[config.mk]
export PLATFORM = sky130hd
export DESIGN_NAME = morse_character_keyer
export DESIGN_NICKNAME = d
export VERILOG_FILES = /design/src/rtl/mck_pkg.sv /design/src/rtl/morse_character_keyer.sv /design/src/rtl/mck_decode.sv /design/src/rtl/mck_emit.sv
export SDC_FILE = /design/constraint.sdc
export NUM_CORES = 1
export LEC_CHECK = 0
export ABC_AREA = 1
export BUFFER_PORTS_ARGS = -buffer_cell sky130_fd_sc_hd__buf_4
export CAP_MARGIN = 5
export CORE_MARGIN = 4
export CORE_UTILIZATION = 65
export CTS_CLUSTER_DIAMETER = 40
export DETAILED_ROUTE_END_ITERATION = 7
export GPL_TIMING_DRIVEN = 0
export HOLD_SLACK_MARGIN = 0.03
export PLACE_DENSITY = 0.95
export SLEW_MARGIN = 10
export SYNTH_ARGS = -nofsm -noshare
export SYNTH_HDL_FRONTEND = slang
export SYNTH_HIERARCHICAL = 1
export SYNTH_SLANG_ARGS = --single-unit
[constraint.sdc]
create_clock -name clk -period 4.08 [get_ports clk]
set_input_delay 0.816 -clock clk [delete_from_list [all_inputs] [get_ports clk]]
set_output_delay 0.816 -clock clk [all_outputs]
set_load 0.01 [all_outputs]
[src/rtl/mck_pkg.sv]
// ---------------------------------------------------------------------------
// mck_pkg
// Types, register indexes, reset values and code tables of the Morse keyer.
// ---------------------------------------------------------------------------
`default_nettype none

package mck_pkg;

    localparam int TICK_W    = 16;
    localparam int CFG_IDX_W = 3;
    localparam int LEN_W     = 3;
    localparam int MAX_ELEMS = 5;
    localparam int STEP_W    = 4;

    typedef logic [TICK_W-1:0]    tick_t;
    typedef logic [CFG_IDX_W-1:0] cfg_idx_t;

    // register indexes
    localparam cfg_idx_t REG_DOT        = 3'd0;
    localparam cfg_idx_t REG_DASH       = 3'd1;
    localparam cfg_idx_t REG_SYMBOL_GAP = 3'd2;
    localparam cfg_idx_t REG_LETTER_GAP = 3'd3;
    localparam cfg_idx_t REG_WORD_GAP   = 3'd4;

    localparam tick_t RST_DOT        = 16'd200;
    localparam tick_t RST_DASH       = 16'd600;
    localparam tick_t RST_SYMBOL_GAP = 16'd200;
    localparam tick_t RST_LETTER_GAP = 16'd400;
    localparam tick_t RST_WORD_GAP   = 16'd800;

    localparam logic [7:0] CHAR_SPACE   = 8'h20;
    localparam logic [7:0] CHAR_0       = 8'h30;
    localparam logic [7:0] CHAR_9       = 8'h39;
    localparam logic [7:0] CHAR_UPPER_A = 8'h41;
    localparam logic [7:0] CHAR_UPPER_Z = 8'h5A;
    localparam logic [7:0] CHAR_LOWER_A = 8'h61;
    localparam logic [7:0] CHAR_LOWER_Z = 8'h7A;
    localparam logic [7:0] CASE_OFFSET  = 8'd32;

    typedef struct packed {
        tick_t dot;
        tick_t dash;
        tick_t symbol_gap;
        tick_t letter_gap;
        tick_t word_gap;
    } cfg_t;

    // one decoded character: space flag, element count and dash mask (bit i = element i)
    typedef struct packed {
        logic                 is_space;
        logic [LEN_W-1:0]     len;
        logic [MAX_ELEMS-1:0] dash;
    } char_code_t;

    typedef struct packed {
        logic       valid;
        char_code_t code;
    } dec_word_t;

    // {length, dash mask}
    localparam logic [7:0] LETTER_TAB [0:25] = '{
        {3'd2, 5'b00010}, {3'd4, 5'b00001}, {3'd4, 5'b00101}, {3'd3, 5'b00001},
        {3'd1, 5'b00000}, {3'd4, 5'b00100}, {3'd3, 5'b00011}, {3'd4, 5'b00000},
        {3'd2, 5'b00000}, {3'd4, 5'b01110}, {3'd3, 5'b00101}, {3'd4, 5'b00010},
        {3'd2, 5'b00011}, {3'd2, 5'b00001}, {3'd3, 5'b00111}, {3'd4, 5'b00110},
        {3'd4, 5'b01011}, {3'd3, 5'b00010}, {3'd3, 5'b00000}, {3'd1, 5'b00001},
        {3'd3, 5'b00100}, {3'd4, 5'b01000}, {3'd3, 5'b00110}, {3'd4, 5'b01001},
        {3'd4, 5'b01101}, {3'd4, 5'b00011}
    };

    localparam logic [MAX_ELEMS-1:0] DIGIT_TAB [0:9] = '{
        5'b11111, 5'b11110, 5'b11100, 5'b11000, 5'b10000,
        5'b00000, 5'b00001, 5'b00011, 5'b00111, 5'b01111
    };

    // fold case and look up; valid low for characters outside the table
    function automatic dec_word_t lookup_char(input logic [7:0] c);
        logic [7:0] up;
        logic [7:0] entry;
        dec_word_t  r;
        up = c;
        if (c inside {[CHAR_LOWER_A:CHAR_LOWER_Z]})
            up = c - CASE_OFFSET;
        r = '0;
        if (up == CHAR_SPACE)
        begin
            r.valid         = 1'b1;
            r.code.is_space = 1'b1;
        end
        else if (up inside {[CHAR_UPPER_A:CHAR_UPPER_Z]})
        begin
            entry       = LETTER_TAB[5'(up - CHAR_UPPER_A)];
            r.valid     = 1'b1;
            r.code.len  = entry[7:5];
            r.code.dash = entry[4:0];
        end
        else if (up inside {[CHAR_0:CHAR_9]})
        begin
            r.valid     = 1'b1;
            r.code.len  = LEN_W'(MAX_ELEMS);
            r.code.dash = DIGIT_TAB[4'(up - CHAR_0)];
        end
        return r;
    endfunction

endpackage

`default_nettype wire

[src/rtl/morse_character_keyer.sv]
// ---------------------------------------------------------------------------
// morse_character_keyer
// Turns ASCII characters into Morse keying intervals (level, duration).
// ---------------------------------------------------------------------------
//  channel   handshake               payload
//  input     in_valid / in_stall     char_code
//  output    out_valid / out_stall   pin_level, duration, last_of_char
//  config    cfg_valid / cfg_ready   cfg_index, cfg_data
//
//  A character of n elements gives 2n+1 interval words, a space gives 3, one
//  word per cycle from the element step counter unless stalled; 3 to 11 words.
//  Characters outside the table are dropped at the input port and give no words.
//  The next character waits in the input register and follows without a gap.
//  Reset clears all valid flags and loads the default durations.
//  out_stall holds the output register; the step counter waits behind it.
// ---------------------------------------------------------------------------
`default_nettype none

module morse_character_keyer (
    input  wire logic                     clk,
    input  wire logic                     rst_n,
    input  wire logic                     in_valid,
    output logic                          in_stall,
    input  wire logic [7:0]               char_code,
    output logic                          out_valid,
    input  wire logic                     out_stall,
    output logic                          pin_level,
    output logic [15:0]                   duration,
    output logic                          last_of_char,
    input  wire logic                     cfg_valid,
    output logic                          cfg_ready,
    input  wire logic [mck_pkg::CFG_IDX_W-1:0] cfg_index,
    input  wire logic [mck_pkg::TICK_W-1:0]    cfg_data
);
    import mck_pkg::*;

    cfg_t      cfg_reg;
    cfg_t      cfg_next;
    dec_word_t dec;
    logic      take;

    assign cfg_ready = 1'b1;

    always_comb
    begin
        cfg_next = cfg_reg;
        if (cfg_valid)
        begin
            case (cfg_index)
                REG_DOT:        cfg_next.dot        = cfg_data;
                REG_DASH:       cfg_next.dash       = cfg_data;
                REG_SYMBOL_GAP: cfg_next.symbol_gap = cfg_data;
                REG_LETTER_GAP: cfg_next.letter_gap = cfg_data;
                REG_WORD_GAP:   cfg_next.word_gap   = cfg_data;
                default:        cfg_next = cfg_reg;
            endcase
        end
    end

    always_ff @(posedge clk or negedge rst_n)
    begin
        if (!rst_n)
        begin
            cfg_reg.dot        <= RST_DOT;
            cfg_reg.dash       <= RST_DASH;
            cfg_reg.symbol_gap <= RST_SYMBOL_GAP;
            cfg_reg.letter_gap <= RST_LETTER_GAP;
            cfg_reg.word_gap   <= RST_WORD_GAP;
        end
        else
        begin
            cfg_reg <= cfg_next;
        end
    end

    mck_decode u_decode (
        .clk       (clk),
        .rst_n     (rst_n),
        .in_valid  (in_valid),
        .in_stall  (in_stall),
        .char_code (char_code),
        .take      (take),
        .dec       (dec)
    );

    mck_emit u_emit (
        .clk          (clk),
        .rst_n        (rst_n),
        .cfg          (cfg_reg),
        .dec          (dec),
        .take         (take),
        .out_valid    (out_valid),
        .out_stall    (out_stall),
        .pin_level    (pin_level),
        .duration     (duration),
        .last_of_char (last_of_char)
    );

endmodule

`default_nettype wire

[src/rtl/mck_decode.sv]
// ---------------------------------------------------------------------------
// mck_decode
// Input register: folds case, looks the character up, holds the code.
// ---------------------------------------------------------------------------
`default_nettype none

module mck_decode (
    input  wire logic               clk,
    input  wire logic               rst_n,
    input  wire logic               in_valid,
    output logic                    in_stall,
    input  wire logic [7:0]         char_code,
    input  wire logic               take,
    output mck_pkg::dec_word_t      dec
);
    import mck_pkg::*;

    logic       valid_reg;
    logic       valid_next;
    char_code_t code_reg;
    char_code_t code_next;
    dec_word_t  lookup;
    logic       accept;

    assign in_stall = valid_reg && !take;
    assign accept   = in_valid && !in_stall;
    assign lookup   = lookup_char(char_code);

    always_comb
    begin
        valid_next = valid_reg;
        code_next  = code_reg;
        if (accept)
        begin
            // drop characters outside the table right here
            valid_next = lookup.valid;
            code_next  = lookup.code;
        end
        else if (take)
        begin
            valid_next = 1'b0;
        end
    end

    always_ff @(posedge clk or negedge rst_n)
    begin
        if (!rst_n)
            valid_reg <= 1'b0;
        else
            valid_reg <= valid_next;
    end

    always_ff @(posedge clk)
    begin
        code_reg <= code_next;
    end

    assign dec.valid = valid_reg;
    assign dec.code  = code_reg;

endmodule

`default_nettype wire

[src/rtl/mck_emit.sv]
// ---------------------------------------------------------------------------
// mck_emit
// Steps through the elements of one character into the output register,
// one interval word a cycle unless out_stall holds that register.
// ---------------------------------------------------------------------------
`default_nettype none

module mck_emit (
    input  wire logic               clk,
    input  wire logic               rst_n,
    input  wire mck_pkg::cfg_t      cfg,
    input  wire mck_pkg::dec_word_t dec,
    output logic                    take,
    output logic                    out_valid,
    input  wire logic               out_stall,
    output logic                    pin_level,
    output logic [15:0]             duration,
    output logic                    last_of_char
);
    import mck_pkg::*;

    logic              active_reg;
    logic              active_next;
    char_code_t        code_reg;
    char_code_t        code_next;
    logic [STEP_W-1:0] step_reg;
    logic [STEP_W-1:0] step_next;
    logic              out_valid_reg;
    logic              out_valid_next;
    logic              pin_reg;
    logic              pin_next;
    tick_t             dur_reg;
    tick_t             dur_next;
    logic              last_reg;
    logic              last_next;

    logic              out_free;
    logic              emit;
    logic              cur_last;
    logic              cur_pin;
    tick_t             cur_dur;
    logic [LEN_W-1:0]  elem;

    assign out_free = !out_valid_reg || !out_stall;
    assign emit     = active_reg && out_free;
    assign elem     = step_reg[STEP_W-1:1];

    // current interval from the step count
    always_comb
    begin
        cur_pin  = 1'b0;
        cur_dur  = cfg.symbol_gap;
        cur_last = 1'b0;
        if (code_reg.is_space)
        begin
            cur_last = (step_reg == STEP_W'(2));
            if (step_reg == STEP_W'(1))
                cur_dur = cfg.letter_gap;
            else if (step_reg == STEP_W'(2))
                cur_dur = cfg.word_gap;
        end
        else if (step_reg == {code_reg.len, 1'b0})
        begin
            cur_last = 1'b1;
            cur_dur  = cfg.letter_gap;
        end
        else if (!step_reg[0])
        begin
            cur_pin = 1'b1;
            cur_dur = code_reg.dash[elem] ? cfg.dash : cfg.dot;
        end
    end

    // load the next character when idle, or as the last word of this one goes out
    assign take = dec.valid && (!active_reg || (emit && cur_last));

    always_comb
    begin
        active_next    = active_reg;
        code_next      = code_reg;
        step_next      = step_reg;
        out_valid_next = out_valid_reg;
        pin_next       = pin_reg;
        dur_next       = dur_reg;
        last_next      = last_reg;

        if (emit)
        begin
            out_valid_next = 1'b1;
            pin_next       = cur_pin;
            dur_next       = cur_dur;
            last_next      = cur_last;
            step_next      = step_reg + STEP_W'(1);
            if (cur_last)
                active_next = 1'b0;
        end
        else if (out_free)
        begin
            out_valid_next = 1'b0;
        end

        if (take)
        begin
            active_next = 1'b1;
            code_next   = dec.code;
            step_next   = '0;
        end
    end

    always_ff @(posedge clk or negedge rst_n)
    begin
        if (!rst_n)
        begin
            active_reg    <= 1'b0;
            step_reg      <= '0;
            out_valid_reg <= 1'b0;
        end
        else
        begin
            active_reg    <= active_next;
            step_reg      <= step_next;
            out_valid_reg <= out_valid_next;
        end
    end

    always_ff @(posedge clk)
    begin
        code_reg <= code_next;
        pin_reg  <= pin_next;
        dur_reg  <= dur_next;
        last_reg <= last_next;
    end

    assign out_valid    = out_valid_reg;
    assign pin_level    = pin_reg;
    assign duration     = dur_reg;
    assign last_of_char = last_reg;

endmodule

`default_nettype wire

After elaboration in Yosys (flattened, before gate mapping) --
Memory sizes are Yosys's and may differ from the RTL's. Cells that the tools add are included.
Word-level totals: flip-flop bits (word level) 123, bits in latches 0, bits in writable memories 0, bits in read-only memories 336, input bits 32, output and inout bits 21, memories 2
Cells by class: $add $sub $neg 4, multiply operators 0, divide/modulo/power cells 0, $lt $le $gt $ge 9, equality and inequality tests 8, shift operators 0, multiplexer cells 31, bitwise gates (word level) 2, reductions and logical operators 27
Memories:
- (name not given) | depth 32, width 8, rd ports 1, clocked after memory_dff 0, write ports 0, RTL line mck_pkg.sv:92 | entry = LETTER_TAB[5'(up - CHAR_UPPER_A)];
- (name not given) | depth 16, width 5, rd ports 1, clocked after memory_dff 0, write ports 0, RTL line mck_pkg.sv:101 | r.code.dash = DIGIT_TAB[4'(up - CHAR_0)];
Operators with widths (count):
- two-way mux 16 bit | 6
- two-way mux 8 bit | 5
- greater-or-equal comparator 8 x 7 -> 1 bit (second input constant) | 2
- less-or-equal comparator 8 x 7 -> 1 bit (second input constant) | 2
- two-way mux 1 bit | 15
- AND reduction 2 bit | 6
- two-way mux 5 bit | 2
- == test 8 x 6 -> 1 bit (second input constant) | 1
- greater-or-equal comparator 8 x 6 -> 1 bit (second input constant) | 1
- less-or-equal comparator 8 x 6 -> 1 bit (second input constant) | 1
- logical AND 1 bit | 8
- two-way mux 4 bit | 2
- nonzero test 2 bit | 4
- subtractor 8 x 6 -> 8 bit (second input constant) | 1
- == test 3 x 2 -> 1 bit (second input constant) | 2
- greater-or-equal comparator 6 bit (second input constant) | 1
- NOT 5 -> 6 bit | 1
- greater-or-equal comparator 5 bit (second input constant) | 1
- zero test 1 bit | 5
- NOT 4 -> 5 bit | 1
- subtractor 5 x 1 -> 5 bit (second input constant) | 1
- adder 4 x 1 -> 4 bit (second input constant) | 1
- == test 4 x 1 -> 1 bit (second input constant) | 1
- == test 4 x 2 -> 1 bit (second input constant) | 1
- 9 further kinds | 10

Logic depth before layout (Yosys ltp) --
depth after elaboration 11, depth in mapped cells 15, gate-level depth less buffers 14

Modules after synthesis --
The synthesis kept the hierarchy.
Modules (own cells, without submodules):
- morse_character_keyer | instances 1, cells each 358, area an instance 3275.6 sq um
- mck_emit | instances 1, cells each 362, area an instance 2552.4 sq um
- mck_decode | instances 1, cells each 174, area an instance 1144.8 sq um

Least setup slack after synthesis --
No wires, ideal clock.
kind register to output, from register u_emit.step_reg[0], to output port in_stall, data arrival time 2.013 ns, data required time 3.264 ns, path slack 1.251 ns, stages on the path, launching flop included 14, path buffers 2, cell sequence dfrtp_1 -> inv_2 -> clkbuf_1 -> ha_1 -> clkbuf_1 -> nand2_2 -> nand2_1 -> nand3_1 -> nand2_1 -> nand2_1 -> inv_2 -> inv_1 -> nand2_1 -> inv_1
On the way: word-level cells in the longest chain between the ends 8, elaborated cells between the ends (all ways) 9, classes of those cells 2 x eq/ne; 2 x mux; 5 x reduce/logical
RTL lines:
- from (decl) | RTL line mck_emit.sv:26 | logic [STEP_W-1:0] step_reg;
- from (signal assigned) | RTL line mck_emit.sv:121 | step_reg <= step_next;
- == test 4 bit | RTL line mck_emit.sv:62 | else if (step_reg == {code_reg.len, 1'b0})
- two-way mux 1 bit | RTL line mck_emit.sv:62
- two-way mux 1 bit (*) | RTL line mck_emit.sv:54 | if (code_reg.is_space)
- logical AND 1 bit (*) | RTL line mck_emit.sv:75 | assign take = dec.valid && (!active_reg || (emit && cur_last));
- logical OR 1 bit (*) | RTL line mck_emit.sv:75
- logical AND 1 bit (*) | RTL line mck_emit.sv:75
- named net take | RTL line morse_character_keyer.sv:40 | logic take;
- zero test 1 bit (*) | RTL line mck_decode.sv:25 | assign in_stall = valid_reg && !take;
- logical AND 1 bit (*) | RTL line mck_decode.sv:25
- to (decl) | RTL line morse_character_keyer.sv:23 | output logic in_stall,
Mark *: on every way through the listed nets, which the timed path passes. The rest lies on a longest branch.

Worst setup path after layout --
Same ends and word-level chain as after synthesis.

==> results.json <==
{
  "status": "completed",
  "path_class": "reg -> out",
  "synthArstFlopShare": 0.707,
  "grt_usage": 0.301,
  "die_h_um": 112,
  "endpoint_kind": "primary output",
  "clk_latency_ns": 0.53,
  "port_buffers": 50,
  "skew_ns": 0.00578,
  "cts_root_buf": "clkbuf_8",
  "report.final.slew_viol_count": 0,
  "period_needed_ns": 3.89,
  "synth_top_family_by_area": "simple AND/OR/NAND/NOR gates",
  "setup_viol": 0,
  "rsz0062_at_grt": "no",
  "ys.flop_type": "dfrtp_1",
  "intPower_mw": 3.41,
  "io-pin-count": 53,
  "powerDensity_mw_per_mm2": 686,
  "cts_tree": "built",
  "timing.max_cap.violations": 0,
  "globalplace.congestion": 0.916,
  "worstPathCellList": "inv_2 -> ha_1 -> clkbuf_1 -> nand2_2 -> nand2_1 -> nand3_1 -> nand2_1 -> nand2_1 -> inv_2 -> inv_1 -> nand2_1 -> inv_1 -> buf_4",
  "std_cell_rows": 37,
  "clk_pin_slew_ns": 0.05,
  "synth_fp_nets": 938,
  "initial_core_util": 0.672,
  "cp_data_required_time_ns": 3.26,
  "synth_simple_gate_area_frac": 0.342,
  "grt_pass1_wl_mm": 30.2,
  "wl_per_cell_um": 16.5,
  "grt_pass1_vias": 6172,
  "worstHoldPathType": "reg -> reg",
  "fin_crit_sh": 0.952,
  "grt_overflow": 0,
  "dr.pass1.iters": 6,
  "yosysSeqAreaShare": 0.470,
  "hold_violations": 0,
  "drtAntennaViolNets": 0,
  "netlist.area_leader.share": 0.255,
  "post_cts_resized": 0,
  "ys_ff_latch": 123,
  "ctsHoldBuffers": 0,
  "instances_no_fill": 1111,
  "syn_area_per_cell_um2": 7.80,
  "antenna_found_initial": 0,
  "max-vdd-ir-drop_mv": 0.363,
  "final-seq-area_mm2": 0.00328,
  "drt_iter0_markers": 746,
  "synthToLayoutAreaGrowth_pct": 16.3,
  "switching_share": 0.387,
  "synth_edf_count": 36,
  "critPathMaxStageDelay_ns": 0.44,
  "grt_max_degree": 88,
  "cp_common_cell": "nand2_1",
  "arrival_ns": 3.07,
  "cts.path.max_buffers": 2,
  "yosys_warnings": 6,
  "synth_xor_area_frac": 0.00377,
  "max_slew_margin": 0.287,
  "worst_slew_pin_slew_ns": 1.07,
  "synth_area_leaders": "dfrtp_1, nand2_1, edfxtp_1, nand3_1, dfstp_2",
  "synth.distinct_cells": 42,
  "yosysTopAreaCell": "dfrtp_1",
  "p_seq_frac": 0.336,
  "multi_input_area_mm2": 0.00307,
  "viasPerCell": 6.00,
  "die_w_um": 112,
  "synthAdderAreaFrac": 0.0215,
  "total_leakage_power_nw": 4.23,
  "postCtsSetupBuffers": 0,
  "p_clk_frac": 0.273,
  "synthCells": 894,
  "worst_setup_path_start_kind": "flop",
  "cts.sinks": 123,
  "syn-cell-area_mm2": 0.00697,
  "num_vias": 6664,
  "drc": 0,
  "synth-compound-area-share": 0.0718,
  "cts_buffers": 17,
  "synth_mux_area_frac": 0,
  "n_antenna_cell": 0,
  "drive_gt1_frac": 0.176,
  "tns_ns": 0,
  "combPwrFrac": 0.391,
  "dp_hpwl_mm": 12.2,
  "worst_path_max_delay_cell": "dfrtp_1",
  "wirelength_mm": 18.3,
  "p_sw_mw": 2.15,
  "fmax_mhz": 257,
  "dp.cells": 1080,
  "core-area_mm2": 0.0104,
  "fillers": 665,
  "crit_fanout": 18,
  "htreeDepth": 4,
  "fin_nets": 1006,
  "largest_register_ffs": 80,
  "die-area_mm2": 0.0124
}
-- worst paths after layout --
path                                          from            endpoint  slack [ns]  cells past startpoint
worst max-delay path            u_emit/step_reg[0]            in_stall        0.19                     13
worst min-delay path               u_decode/dec[4]  u_emit/code_reg[4]        0.42                      0
worst max register to register  u_emit/step_reg[0]     u_decode/dec[7]        0.78                     13
worst min register to register     u_decode/dec[4]  u_emit/code_reg[4]        0.42                      0
max in group asynchronous                    rst_n         cfg_reg[77]        2.91                      1
min in group asynchronous                    rst_n         cfg_reg[25]        0.47                      1
-- layout by cell type, fill, tap and decap left out, types with 17 or more instances in the layout --
cell	instances
nand4_1	17
edfxtp_1	36
inv_1	81
o211ai_1	19
nand3_1	126
a21oi_1	20
nor2_1	22
o21ai_0	21
nand2_1	337
buf_4	58
dfrtp_1	71
-- synth_stat cells (16+ instances only) --
| master | count |
|---|---|
| buf_2 | 16 |
| a21oi_1 | 20 |
| o21ai_0 | 21 |
| inv_1 | 81 |
| nor2_1 | 22 |
| o211ai_1 | 19 |
| nand2_1 | 337 |
| edfxtp_1 | 36 |
| dfrtp_1 | 71 |
| nand3_1 | 126 |
| dfstp_2 | 16 |
| nand4_1 | 17 |
-- power by group through the flow --
stage          sequential, mW  clock (mW)  combinational (mW)
2_1_floorplan            1.90           0                1.37
3_3_place_gp             1.86           0                1.97
3_5_place_dp             1.88           0                2.03
4_1_cts                  1.87        1.52                2.11
5_1_grt                  1.91        1.59                2.36
6_report                 1.87        1.52                2.17
-- critical path: cells and delay by family, from the launching register on --
family | cells | cell delay [ns]
buf+inv | 6 | 1.13
flops | 1 | 0.44
simple gates | 6 | 0.73
fa+ha+maj | 1 | 0.22
-- metal layers --
metal / up-vias / share of wire / track usage
li1: 3053 / - / -
met1: 2994 / 0.37 / 0.381
met2: 517 / 0.46 / 0.473
met3: 100 / 0.13 / 0.0902
met4: 0 / 0.041 / 0.152
met5: - / 0 / 0
-- layout make-up --
cell class                      instances  area share
Tap cell                              136      0.0210
Sequential cell                       123       0.404
Buffer                                 42      0.0330
Multi-Input combinational cell        634       0.378
Clock buffer                           21      0.0566
Inverter                               94      0.0438
Timing Repair Buffer                   50      0.0463
Clock inverter                         11      0.0171
-- cells by family after synthesis --
logic type / count (synthesis)
adders and majority gates: 12
and+or+nand+nor: 536
xor gates and xnor gates: 3
buffers and inverters: 137
DFF: 123
other: 1
AOI/OAI and AO/OA: 82
-- through the flow --
step                      hold slack (ns)  worst slack (ns)  utilization  instance area [um^2]  total power, mW
after CTS                           0.418             0.221        0.782                  8110             5.50
after detailed placement            0.405             0.504        0.725                  7520             3.91
final                               0.416             0.195        0.782                  8110             5.57
after global placement              0.402             0.583        0.725                  7520             3.83
after global routing                0.429            0.0109        0.782                  8110             5.86
after floorplan                     0.400              1.25            -                  6970             3.27
(Power assumes the default switching activity.)
